===== src/hdl/xcrng_pkg.sv =====
// xcrng_pkg.sv: shared types, constants and the microcode table of the xtea counter-mode generator
`timescale 1ns / 1ps

package xcrng_pkg;

  localparam int unsigned RoundsDefault = 64;
  localparam logic [31:0] XteaDelta     = 32'h9E37_79B9;
  localparam logic [15:0] RekeyReset    = 16'd21;
  localparam logic [15:0] BlockCountMax = 16'hFFFF;

  localparam logic [31:0] KeyReset0 = 32'h0000_0000;
  localparam logic [31:0] KeyReset1 = 32'h3b6e_20c8;
  localparam logic [31:0] KeyReset2 = 32'h76dc_4190;
  localparam logic [31:0] KeyReset3 = 32'h4db2_6158;

  localparam int unsigned StepW = 3;
  typedef logic [StepW-1:0] step_t;

  localparam step_t StepWaitIn  = 3'd0;
  localparam step_t StepLoadTs  = 3'd1;
  localparam step_t StepEncLo   = 3'd2;
  localparam step_t StepLoadK1  = 3'd3;
  localparam step_t StepEncHi   = 3'd4;
  localparam step_t StepLoadK2  = 3'd5;
  localparam step_t StepEncOut  = 3'd6;
  localparam step_t StepPush    = 3'd7;

  // jump conditions: taken goes to target, otherwise stay or fall through
  typedef enum logic [2:0] {
    CondAlways  = 3'd0,
    CondInFire  = 3'd1,
    CondNoRekey = 3'd2,
    CondEncDone = 3'd3,
    CondOutFree = 3'd4
  } cond_e;

  typedef enum logic [1:0] {
    LdNone   = 2'd0,
    LdTsCtr  = 2'd1,
    LdCtrP1  = 2'd2,
    LdCtrP2  = 2'd3
  } load_e;

  typedef enum logic [1:0] {
    KwNone = 2'd0,
    KwLo   = 2'd1,
    KwHi   = 2'd2
  } keywr_e;

  typedef struct packed {
    cond_e  cond;
    step_t  target;
    logic   stay;
    logic   in_ready;
    load_e  load;
    logic   enc;
    keywr_e key_wr;
    logic   rekey_upd;
    logic   out_push;
  } ctrl_t;

  typedef struct packed {
    logic rekey;
    logic enc_done;
    logic in_fire;
    logic out_free;
  } status_t;

  function automatic ctrl_t ucode_rom(input step_t step);
    ctrl_t c;
    c = '{cond: CondAlways, target: StepWaitIn, stay: 1'b0, in_ready: 1'b0, load: LdNone,
          enc: 1'b0, key_wr: KwNone, rekey_upd: 1'b0, out_push: 1'b0};
    unique case (step)
      StepWaitIn: begin
        c.cond = CondInFire; c.target = StepLoadTs; c.stay = 1'b1; c.in_ready = 1'b1;
      end
      StepLoadTs: begin
        c.cond = CondNoRekey; c.target = StepEncOut; c.load = LdTsCtr;
      end
      StepEncLo: begin
        c.cond = CondEncDone; c.target = StepLoadK1; c.stay = 1'b1; c.enc = 1'b1;
      end
      StepLoadK1: begin
        c.target = StepEncHi; c.load = LdCtrP1; c.key_wr = KwLo;
      end
      StepEncHi: begin
        c.cond = CondEncDone; c.target = StepLoadK2; c.stay = 1'b1; c.enc = 1'b1;
      end
      StepLoadK2: begin
        c.target = StepEncOut; c.load = LdCtrP2; c.key_wr = KwHi; c.rekey_upd = 1'b1;
      end
      StepEncOut: begin
        c.cond = CondEncDone; c.target = StepPush; c.stay = 1'b1; c.enc = 1'b1;
      end
      StepPush: begin
        c.cond = CondOutFree; c.target = StepWaitIn; c.stay = 1'b1; c.out_push = 1'b1;
      end
      default: ;
    endcase
    return c;
  endfunction

endpackage


===== src/hdl/xcrng_seq.sv =====
// xcrng_seq.sv: step counter and microcode fetch with conditional jumps
`timescale 1ns / 1ps

module xcrng_seq (
  input  logic               clk_i,
  input  logic               rst_ni,
  input  xcrng_pkg::status_t status_i,
  output xcrng_pkg::ctrl_t   ctrl_o
);

  xcrng_pkg::step_t step_q, step_d;
  logic             taken;

  assign ctrl_o = xcrng_pkg::ucode_rom(step_q);

  always_comb begin
    unique case (ctrl_o.cond)
      xcrng_pkg::CondAlways:  taken = 1'b1;
      xcrng_pkg::CondInFire:  taken = status_i.in_fire;
      xcrng_pkg::CondNoRekey: taken = !status_i.rekey;
      xcrng_pkg::CondEncDone: taken = status_i.enc_done;
      xcrng_pkg::CondOutFree: taken = status_i.out_free;
      default:                taken = 1'b0;
    endcase
  end

  always_comb begin
    if (taken) begin
      step_d = ctrl_o.target;
    end else if (ctrl_o.stay) begin
      step_d = step_q;
    end else begin
      step_d = step_q + xcrng_pkg::step_t'(1);
    end
  end

  always_ff @(posedge clk_i or negedge rst_ni) begin
    if (!rst_ni) begin
      step_q <= xcrng_pkg::StepWaitIn;
    end else begin
      step_q <= step_d;
    end
  end

endmodule


===== src/hdl/xcrng_dpath.sv =====
// xcrng_dpath.sv: key, counters and the half-round xtea datapath
`timescale 1ns / 1ps

module xcrng_dpath #(
  parameter int unsigned Rounds = xcrng_pkg::RoundsDefault
) (
  input  logic             clk_i,
  input  logic             rst_ni,
  input  xcrng_pkg::ctrl_t ctrl_i,
  input  logic             in_fire_i,
  input  logic [31:0]      timestamp_i,
  input  logic             push_i,
  input  logic             cfg_we_i,
  input  logic [15:0]      cfg_data_i,
  output logic             rekey_o,
  output logic             enc_done_o,
  output logic [63:0]      block_o
);

  localparam int unsigned RoundW = $clog2(Rounds);

  logic [31:0]       key_q [4];
  logic [31:0]       ts_q;
  logic [31:0]       ctr_q, ctr_d;
  logic [15:0]       bsr_q, bsr_d;
  logic [15:0]       thr_q;
  logic [31:0]       v0_q, v0_d, v1_q, v1_d, sum_q, sum_d;
  logic              half_q, half_d;
  logic [RoundW-1:0] round_q, round_d;

  logic [31:0] x, mix, kword, t;
  logic [1:0]  kidx;

  assign rekey_o    = bsr_q >= thr_q;
  assign enc_done_o = ctrl_i.enc && half_q && (round_q == RoundW'(Rounds - 1));
  assign block_o    = {v0_q, v1_q};

  // one half of an xtea cycle per clock
  always_comb begin
    x     = half_q ? v0_q : v1_q;
    kidx  = half_q ? sum_q[12:11] : sum_q[1:0];
    kword = key_q[kidx];
    mix   = ((x << 4) ^ (x >> 5)) + x;
    t     = mix ^ (sum_q + kword);
  end

  always_comb begin
    v0_d    = v0_q;
    v1_d    = v1_q;
    sum_d   = sum_q;
    half_d  = half_q;
    round_d = round_q;
    if (ctrl_i.load != xcrng_pkg::LdNone) begin
      v0_d    = ts_q;
      sum_d   = '0;
      half_d  = 1'b0;
      round_d = '0;
      case (ctrl_i.load)
        xcrng_pkg::LdTsCtr: v1_d = ts_q + ctr_q;
        xcrng_pkg::LdCtrP1: v1_d = ctr_q + 32'd1;
        default:            v1_d = ctr_q + 32'd2;
      endcase
    end else if (ctrl_i.enc) begin
      half_d = !half_q;
      if (!half_q) begin
        v0_d  = v0_q + t;
        sum_d = sum_q + xcrng_pkg::XteaDelta;
      end else begin
        v1_d    = v1_q + t;
        round_d = round_q + RoundW'(1);
      end
    end
  end

  always_comb begin
    ctr_d = ctr_q;
    bsr_d = bsr_q;
    if (ctrl_i.rekey_upd) begin
      ctr_d = ctr_q + 32'd2;
      bsr_d = '0;
    end else if (push_i) begin
      ctr_d = ctr_q + 32'd1;
      if (bsr_q != xcrng_pkg::BlockCountMax) begin
        bsr_d = bsr_q + 16'd1;
      end
    end
  end

  always_ff @(posedge clk_i or negedge rst_ni) begin
    if (!rst_ni) begin
      key_q[0] <= xcrng_pkg::KeyReset0;
      key_q[1] <= xcrng_pkg::KeyReset1;
      key_q[2] <= xcrng_pkg::KeyReset2;
      key_q[3] <= xcrng_pkg::KeyReset3;
      ctr_q    <= '0;
      bsr_q    <= '0;
      thr_q    <= xcrng_pkg::RekeyReset;
      half_q   <= 1'b0;
      round_q  <= '0;
    end else begin
      // key words take the finished ciphertext before the next load replaces it
      case (ctrl_i.key_wr)
        xcrng_pkg::KwLo: begin
          key_q[0] <= v0_q;
          key_q[1] <= v1_q;
        end
        xcrng_pkg::KwHi: begin
          key_q[2] <= v0_q;
          key_q[3] <= v1_q;
        end
        default: ;
      endcase
      ctr_q   <= ctr_d;
      bsr_q   <= bsr_d;
      half_q  <= half_d;
      round_q <= round_d;
      if (cfg_we_i) begin
        thr_q <= cfg_data_i;
      end
    end
  end

  always_ff @(posedge clk_i) begin
    v0_q  <= v0_d;
    v1_q  <= v1_d;
    sum_q <= sum_d;
    if (in_fire_i) begin
      ts_q <= timestamp_i;
    end
  end

endmodule


===== src/hdl/xtea_counter_mode_rng.sv =====
// xtea_counter_mode_rng.sv: top level of the microcoded xtea counter-mode generator
//
//  channel   | direction | payload                      | transfer when
//  s_axis    | in        | tdata[31:0]  timestamp       | s_axis_tvalid_i & s_axis_tready_o
//  m_axis    | out       | tdata[63:0]  random_value    | m_axis_tvalid_o & m_axis_tready_i
//  cfg       | in        | data[15:0]   rekey_threshold | cfg_valid_i & cfg_ready_o
//
//  each item is enciphered by the single xtea half-round unit, which runs one half-cycle per clock;
//  a rekey enciphers the two key halves on the same unit before the output block.
//  reset: asynchronous, active low; key, counters and threshold return to their initial values.
//  a new timestamp is taken while the previous result still waits in the output register;
//  the sequencer only stalls in its push step when that register is still full.
`timescale 1ns / 1ps

module xtea_counter_mode_rng #(
  parameter int unsigned Rounds = xcrng_pkg::RoundsDefault
) (
  input  logic        clk_i,
  input  logic        rst_ni,
  input  logic        s_axis_tvalid_i,
  output logic        s_axis_tready_o,
  input  logic [31:0] s_axis_tdata_i,   // [31:0] timestamp
  output logic        m_axis_tvalid_o,
  input  logic        m_axis_tready_i,
  output logic [63:0] m_axis_tdata_o,   // [63:0] random_value
  input  logic        cfg_valid_i,
  output logic        cfg_ready_o,
  input  logic [15:0] cfg_data_i
);

  xcrng_pkg::ctrl_t   ctrl;
  xcrng_pkg::status_t status;
  logic               in_fire, push, out_free;
  logic               rekey, enc_done;
  logic [63:0]        block;
  logic               out_valid_q;
  logic [63:0]        out_data_q;

  assign cfg_ready_o     = 1'b1;
  assign s_axis_tready_o = ctrl.in_ready;
  assign in_fire         = s_axis_tvalid_i && ctrl.in_ready;
  assign out_free        = !out_valid_q || m_axis_tready_i;
  assign push            = ctrl.out_push && out_free;
  assign m_axis_tvalid_o = out_valid_q;
  assign m_axis_tdata_o  = out_data_q;

  assign status = '{rekey: rekey, enc_done: enc_done, in_fire: in_fire, out_free: out_free};

  xcrng_seq u_seq (
    .clk_i    (clk_i),
    .rst_ni   (rst_ni),
    .status_i (status),
    .ctrl_o   (ctrl)
  );

  xcrng_dpath #(
    .Rounds (Rounds)
  ) u_dpath (
    .clk_i       (clk_i),
    .rst_ni      (rst_ni),
    .ctrl_i      (ctrl),
    .in_fire_i   (in_fire),
    .timestamp_i (s_axis_tdata_i),
    .push_i      (push),
    .cfg_we_i    (cfg_valid_i),
    .cfg_data_i  (cfg_data_i),
    .rekey_o     (rekey),
    .enc_done_o  (enc_done),
    .block_o     (block)
  );

  always_ff @(posedge clk_i or negedge rst_ni) begin
    if (!rst_ni) begin
      out_valid_q <= 1'b0;
    end else if (push) begin
      out_valid_q <= 1'b1;
    end else if (m_axis_tready_i) begin
      out_valid_q <= 1'b0;
    end
  end

  always_ff @(posedge clk_i) begin
    if (push) begin
      out_data_q <= block;
    end
  end

endmodule


===== config.mk =====
export PLATFORM = sky130hd
export DESIGN_NAME = xtea_counter_mode_rng
export DESIGN_NICKNAME = d
export VERILOG_FILES = /design/src/hdl/xcrng_pkg.sv /design/src/hdl/xcrng_seq.sv /design/src/hdl/xcrng_dpath.sv /design/src/hdl/xtea_counter_mode_rng.sv
export SDC_FILE = /design/constraint.sdc
export NUM_CORES = 1
export LEC_CHECK = 0
export BUFFER_PORTS_ARGS = -buffer_cell sky130_fd_sc_hd__clkbuf_2
export CAP_MARGIN = 30
export CORE_MARGIN = 5
export CORE_UTILIZATION = 40
export DETAILED_ROUTE_END_ITERATION = 16
export PLACE_DENSITY = 0.68
export SYNTH_ARGS = -nofsm -noshare
export SYNTH_HDL_FRONTEND = slang
export SYNTH_HIERARCHICAL = 1
export SYNTH_SLANG_ARGS = --single-unit
export TNS_END_PERCENT = 100

===== constraint.sdc =====
create_clock -name clk_i -period 6.85 [get_ports clk_i]
set_input_delay 1.37 -clock clk_i [delete_from_list [all_inputs] [get_ports clk_i]]
set_output_delay 1.37 -clock clk_i [all_outputs]
set_load 0.02 [all_outputs]

==> metrics.yaml, run 1 <==
hold_slack_ns: 0.480
io_buffers: 118
syn_inst: 2522
syn_nets: 2777
path_max_fanout: 22
coreArea_um2: 65400
crit_slowest_cell: "o41ai_1"
final_nets: 2890
post-route-min-period_ns: 6.47
path_cells: "buf_4 -> buf_6 -> mux2i_2 -> xnor2_1 -> ha_1 -> and3_1 -> a31oi_1 -> a21oi_1 -> o31ai_1 -> o211ai_1 -> o41ai_1 -> o21ai_0 -> a31oi_1 -> xnor2_1 -> ha_1 -> a21o_1 -> a21oi_1 -> nand3b_1 -> a311oi_1 -> o21ai_0 -> a21oi_1 -> nand3_1 -> o211a_1"
timing.final.setup_violations: 0
drt-initial-drc-count: 2337
syn_to_final_growth_pct: 11.8
slew_viol_final: 0
wl_mm: 72.9
grt_pass1_vias: 20400
num_rows: 94
clockRootBuffer: "clkbuf_16"
clock.fmax_ghz: 0.155
avgSynthCellArea_um2: 10.4
max-cap-violations: 0
endpoint_kind: "flop"
place_area_um2: 27800
design_area_um2: 29400
finalSetupTns_ns: 0
critPathMaxStageDelay_ns: 0.43
grt_use_total_pct: 19.9
die_area_um2: 70900
drt_drc_violations_left: 0
status: "finished, final reports clean"
numCtsBuffers: 43
netlist_area_um2: 26300
die_h_um: 266
die_w_um: 266
holdPathStages: 2
worstSetupPathType: "flop to flop"
crit_buf_inv: 2
crit_arrival_ns: 6.80
finalHoldViolations: 0
wl_per_cell_um: 20.6
start_util_pct: 40.2
cts.reportedPaths.clkPinSlew_ns: 0.07
maxSlewHeadroom_pct: 34.6
tightest_slew_ns: 0.981
reg2reg_depth: 23
overflow: 0
antenna_found_initial: 0
cp_top_family: "compound AO/OA/AOI/OAI gates"
cts_sinks: 395
clk_path_buf_depth: 3
grt_pass1_wl_mm: 114
fin_skew_ns: 0.0201
critPathMostFrequentCell: "a21oi_1"
ios: 120
globalplace.congestion: 0.989
required_ns: 7.18
grt_max_degree: 117
antenna_left: 0
hp-class: "flop to flop"
final.period_utilization_pct: 94.5
cts.htree.levels: 2
hpwl_mm: 55.6
viasPerCell: 5.77
vias: 20400
clkLatencyLatePin_ns: 0.57
dp_slack_ns: 0.383
dr.pass1.iters: 8
startpoint_type: "flop"
setup_ws_ns: 0.378
drive_gt1_share_pct: 19.3
cts_tree: "done"
ys_warn_count: 6
cp.depth: 23
==> through the flow <==
| stage | cells | util, % |
|---|---|---|
| after floorplan | 2522 | - |
| after global placement | 3445 | 42.6 |
| after detailed placement | 3447 | 42.6 |
| after CTS | 3525 | 44.7 |
| after global routing | 3532 | 44.9 |
| final | 3534 | 44.9 |
==> routing by layer <==
metal | track usage, % | vias to the layer above | part of all wire (%)
li1 | - | 9483 | -
met1 | 26.9 | 9950 | 43
met2 | 33.2 | 801 | 47
met3 | 2.34 | 169 | 5.8
met4 | 7.11 | 0 | 3.8
met5 | 0 | - | 0
==> worst paths after layout <==
| check | from | end | slack, ns |
|---|---|---|---|
| min | u_dpath/key_q[31] | u_dpath/key_q[31] | 0.48 |
| max reg2reg | u_dpath/half_q | u_dpath/v1_q[31] | 0.38 |
| max in group asynchronous | rst_ni | u_dpath/thr_q[1] | 4.78 |
| max | u_dpath/half_q | u_dpath/v1_q[31] | 0.38 |
| min reg2reg | u_dpath/key_q[31] | u_dpath/key_q[31] | 0.48 |
| min in group asynchronous | rst_ni | u_dpath/key_q[28] | 0.64 |
==> repair_timing <==
item,in CTS,in global routing
resized for setup,0,9
hold buffers,0,0
endpoints found under the setup margin,0,6
buffers inserted,0,6
==> cells in the final DEF, fill, tap and decap left out, types with 9 or more instances in the layout <==
cell type / count
a21oi_1: 176
mux4_2: 32
mux2_2: 168
clkbuf_2: 117
or3_1: 15
edfxtp_1: 160
o21bai_1: 14
inv_1: 85
o22ai_1: 20
nand3_1: 59
clkbuf_1: 9
nand4_1: 22
a211oi_1: 20
clkbuf_16: 43
buf_4: 30
nor3_1: 29
xnor2_1: 183
dfstp_2: 45
o21ai_0: 150
nor2b_1: 18
nand2_1: 165
o31ai_1: 9
ha_1: 196
and2_1: 10
and3_1: 32
mux2i_1: 19
nand2b_1: 29
o211ai_1: 18
o21a_1: 22
dfrtp_1: 157
dfxtp_1: 32
nor2_1: 181
xor2_1: 118
a21o_1: 56
a31oi_1: 23
==> worst min-delay path: cells and delay by family (launching register included) <==
kind | cells | cell delay, ns
AO/OA/AOI/OAI | 1 | 0.06
flip-flops | 1 | 0.34
AND/OR/NAND/NOR | 1 | 0.04
==> state kept, by name, indices dropped and copies added, names as in the netlist, 6 cells and up <==
register         count
u_dpath/key_q      128
m_axis_tdata_o      64
u_dpath/ctr_q       32
u_dpath/sum_q       32
u_dpath/ts_q        32
u_dpath/v0_q        32
u_dpath/v1_q        32
u_dpath/bsr_q       16
u_dpath/thr_q       16
u_dpath/round_q      6
==> layout make-up <==
class,instances,area (um2)
Sequential cell,395,10600
Timing Repair Buffer,154,920
Fill cell,6118,36000
Clock inverter,20,179
Tap cell,864,1080
Multi-Input combinational cell,1955,15100
Antenna cell,2,5.00
Clock buffer,58,1190
Inverter,86,323
Power of run 1 is not shown: default switching activity piles up to over one toggle a cycle in this logic, so the estimate is an artifact.
==> inputs of run 2 (changes only) <==
- CTS_BUF_LIST: default -> sky130_fd_sc_hd__clkbuf_4 sky130_fd_sc_hd__clkbuf_8 sky130_fd_sc_hd__clkbuf_16
- PLACE_DENSITY: 0.68 -> default
==> metrics.yaml, run 2 (synthesis results as in run 1) <==
status: "finished, final reports clean"
vias: 20000  # -2.0%
hold_slack_ns: 0.501  # +0.0209 ns
wl_per_cell_um: 20.7  # +0.20%
drt-initial-drc-count: 1942  # -17%
nFillCells: 6250  # +2.2%
io_buffers: 118  # unchanged
grt_pass1_wl_mm: 114  # about the same
post-route-min-period_ns: 6.50  # +0.0240 ns
slew_viol_final: 0  # unchanged
clkLatencyLatePin_ns: 0.59  # +0.02 ns
grt_max_degree: 109  # -6.8%
cts.htree.levels: 2  # unchanged
drt_drc_violations_left: 0  # unchanged
die_w_um: 266  # unchanged
critPathMaxStageDelay_ns: 0.57  # +0.14 ns
regMostFlops: "u_dpath/key_q"
endpoint_kind: "flop"
crit_buf_inv: 1  # -1
required_ns: 7.13  # -0.05 ns
final_common_cell: "ha_1"
cts_tree: "done"
cts_sinks: 395  # unchanged
cp_top_family: "compound AO/OA/AOI/OAI gates"
die_h_um: 266  # unchanged
final_nets: 2885  # -0.17%
dr.pass1.iters: 6  # -2
grt_use_total_pct: 20.1  # +0.18 points
hpwl_mm: 55.9  # +0.50%
die_area_um2: 70900  # unchanged
coreArea_um2: 65400  # unchanged
hold_buffers: 0  # unchanged
antenna_found_initial: 1  # +1
tightest_slew_ns: 0.944  # -0.0371 ns
final_cell_mix: "ha_1 (196), xnor2_1 (184), nor2_1 (181)"
clk_path_buf_depth: 3  # unchanged
clock.fmax_ghz: 0.154  # -0.37%
finalHoldViolations: 0  # unchanged
syn_to_final_growth_pct: 12.2
max-cap-violations: 0  # unchanged
hp-class: "flop to flop"
num_rows: 94  # unchanged
numCtsBuffers: 44  # +2.3%
final.period_utilization_pct: 94.8  # +0.35 points
start_util_pct: 40.2  # unchanged
crit_slowest_cell: "mux4_2"
maxSlewHeadroom_pct: 37.1  # +2.5 points
path_max_fanout: 17  # -23%
drive_gt1_share_pct: 19.4  # +0.13 points
diodes: 0  # -2
clockRootBuffer: "clkbuf_16"
cts.reportedPaths.clkPinSlew_ns: 0.06  # about the same
fin_skew_ns: 0.0283  # +0.00817 ns
startpoint_type: "flop"
largest_reg_flops: 128  # unchanged
timing.final.setup_violations: 0  # unchanged
viasPerCell: 5.67  # -1.9%
antenna_left: 0  # unchanged
rsz0062_at_grt: "no"
worstSetupPathType: "flop to flop"
wl_mm: 73.0  # about the same
finalSetupTns_ns: 0  # unchanged
ios: 120  # unchanged
overflow: 0  # unchanged
crit_arrival_ns: 6.77  # -0.03 ns
globalplace.congestion: 0.941  # -4.8%
path_cells: "mux2i_4 -> buf_6 -> mux4_2 -> ha_1 -> and2_1 -> nor3_1 -> o2111ai_1 -> a21oi_2 -> xnor2_1 -> xnor2_1 -> ha_1 -> and3_1 -> nand3_1 -> o311ai_0 -> a41o_1 -> a31oi_1 -> o211ai_1 -> a31oi_1 -> xor2_1 -> a22oi_1"
grt_pass1_vias: 20100  # -1.2%
-- run 2: worst paths after layout --
| check | slack [ns] | start | to | cells after the start |
|---|---|---|---|---|
| min in group asynchronous | 0.62 | rst_ni | u_dpath/ctr_q[29] | 1 |
| max reg2reg | 0.35 | u_dpath/half_q | u_dpath/v1_q[29] | 20 |
| min reg2reg | 0.50 | u_dpath/key_q[78] | u_dpath/key_q[78] | 1 |
| max in group asynchronous | 5.45 | rst_ni | u_dpath/half_q | 2 |
| min | 0.50 | u_dpath/key_q[78] | u_dpath/key_q[78] | 1 |
| max | 0.35 | u_dpath/half_q | u_dpath/v1_q[29] | 20 |
-- run 2: cell type report --
class | count | area, um2 | area share, %
clock buffer | 57 | 1260 | 4.29
timing repair buffer | 148 | 866 | 2.94
multi-input combinational | 1955 | 15000 | 51.1
tap | 864 | 1080 | 3.67
inverter | 86 | 323 | 1.10
sequential | 395 | 10600 | 35.9
clock inverter | 24 | 303 | 1.03
-- run 2: through the flow --
step                      setup WS [ns]  utilization [%]  instances  cell area (um2)
after floorplan                   0.875                -       2522            26300
after global placement            0.501             42.6       3445            27800
after detailed placement          0.294             42.6       3447            27900
after CTS                         0.272             45.0       3528            29400
after global routing             0.0217             45.1       3529            29500
final                             0.354             45.1       3529            29500
-- run 2: routing by layer --
metal	global-route usage, %	vias up	wire [um]
met2	32.8	605	33700
li1	-	9485	-
met5	0	-	0
met1	28.0	9772	33300
met4	6.21	0	2460
met3	2.49	132	3530
-- run 2: timing repair --
item | 4_1_cts | 5_1_grt
resized for setup | 0 | 3
setup endpoints to repair | 0 | 5
setup buffers | 0 | 0
Power of run 2 is left out for the same reason.
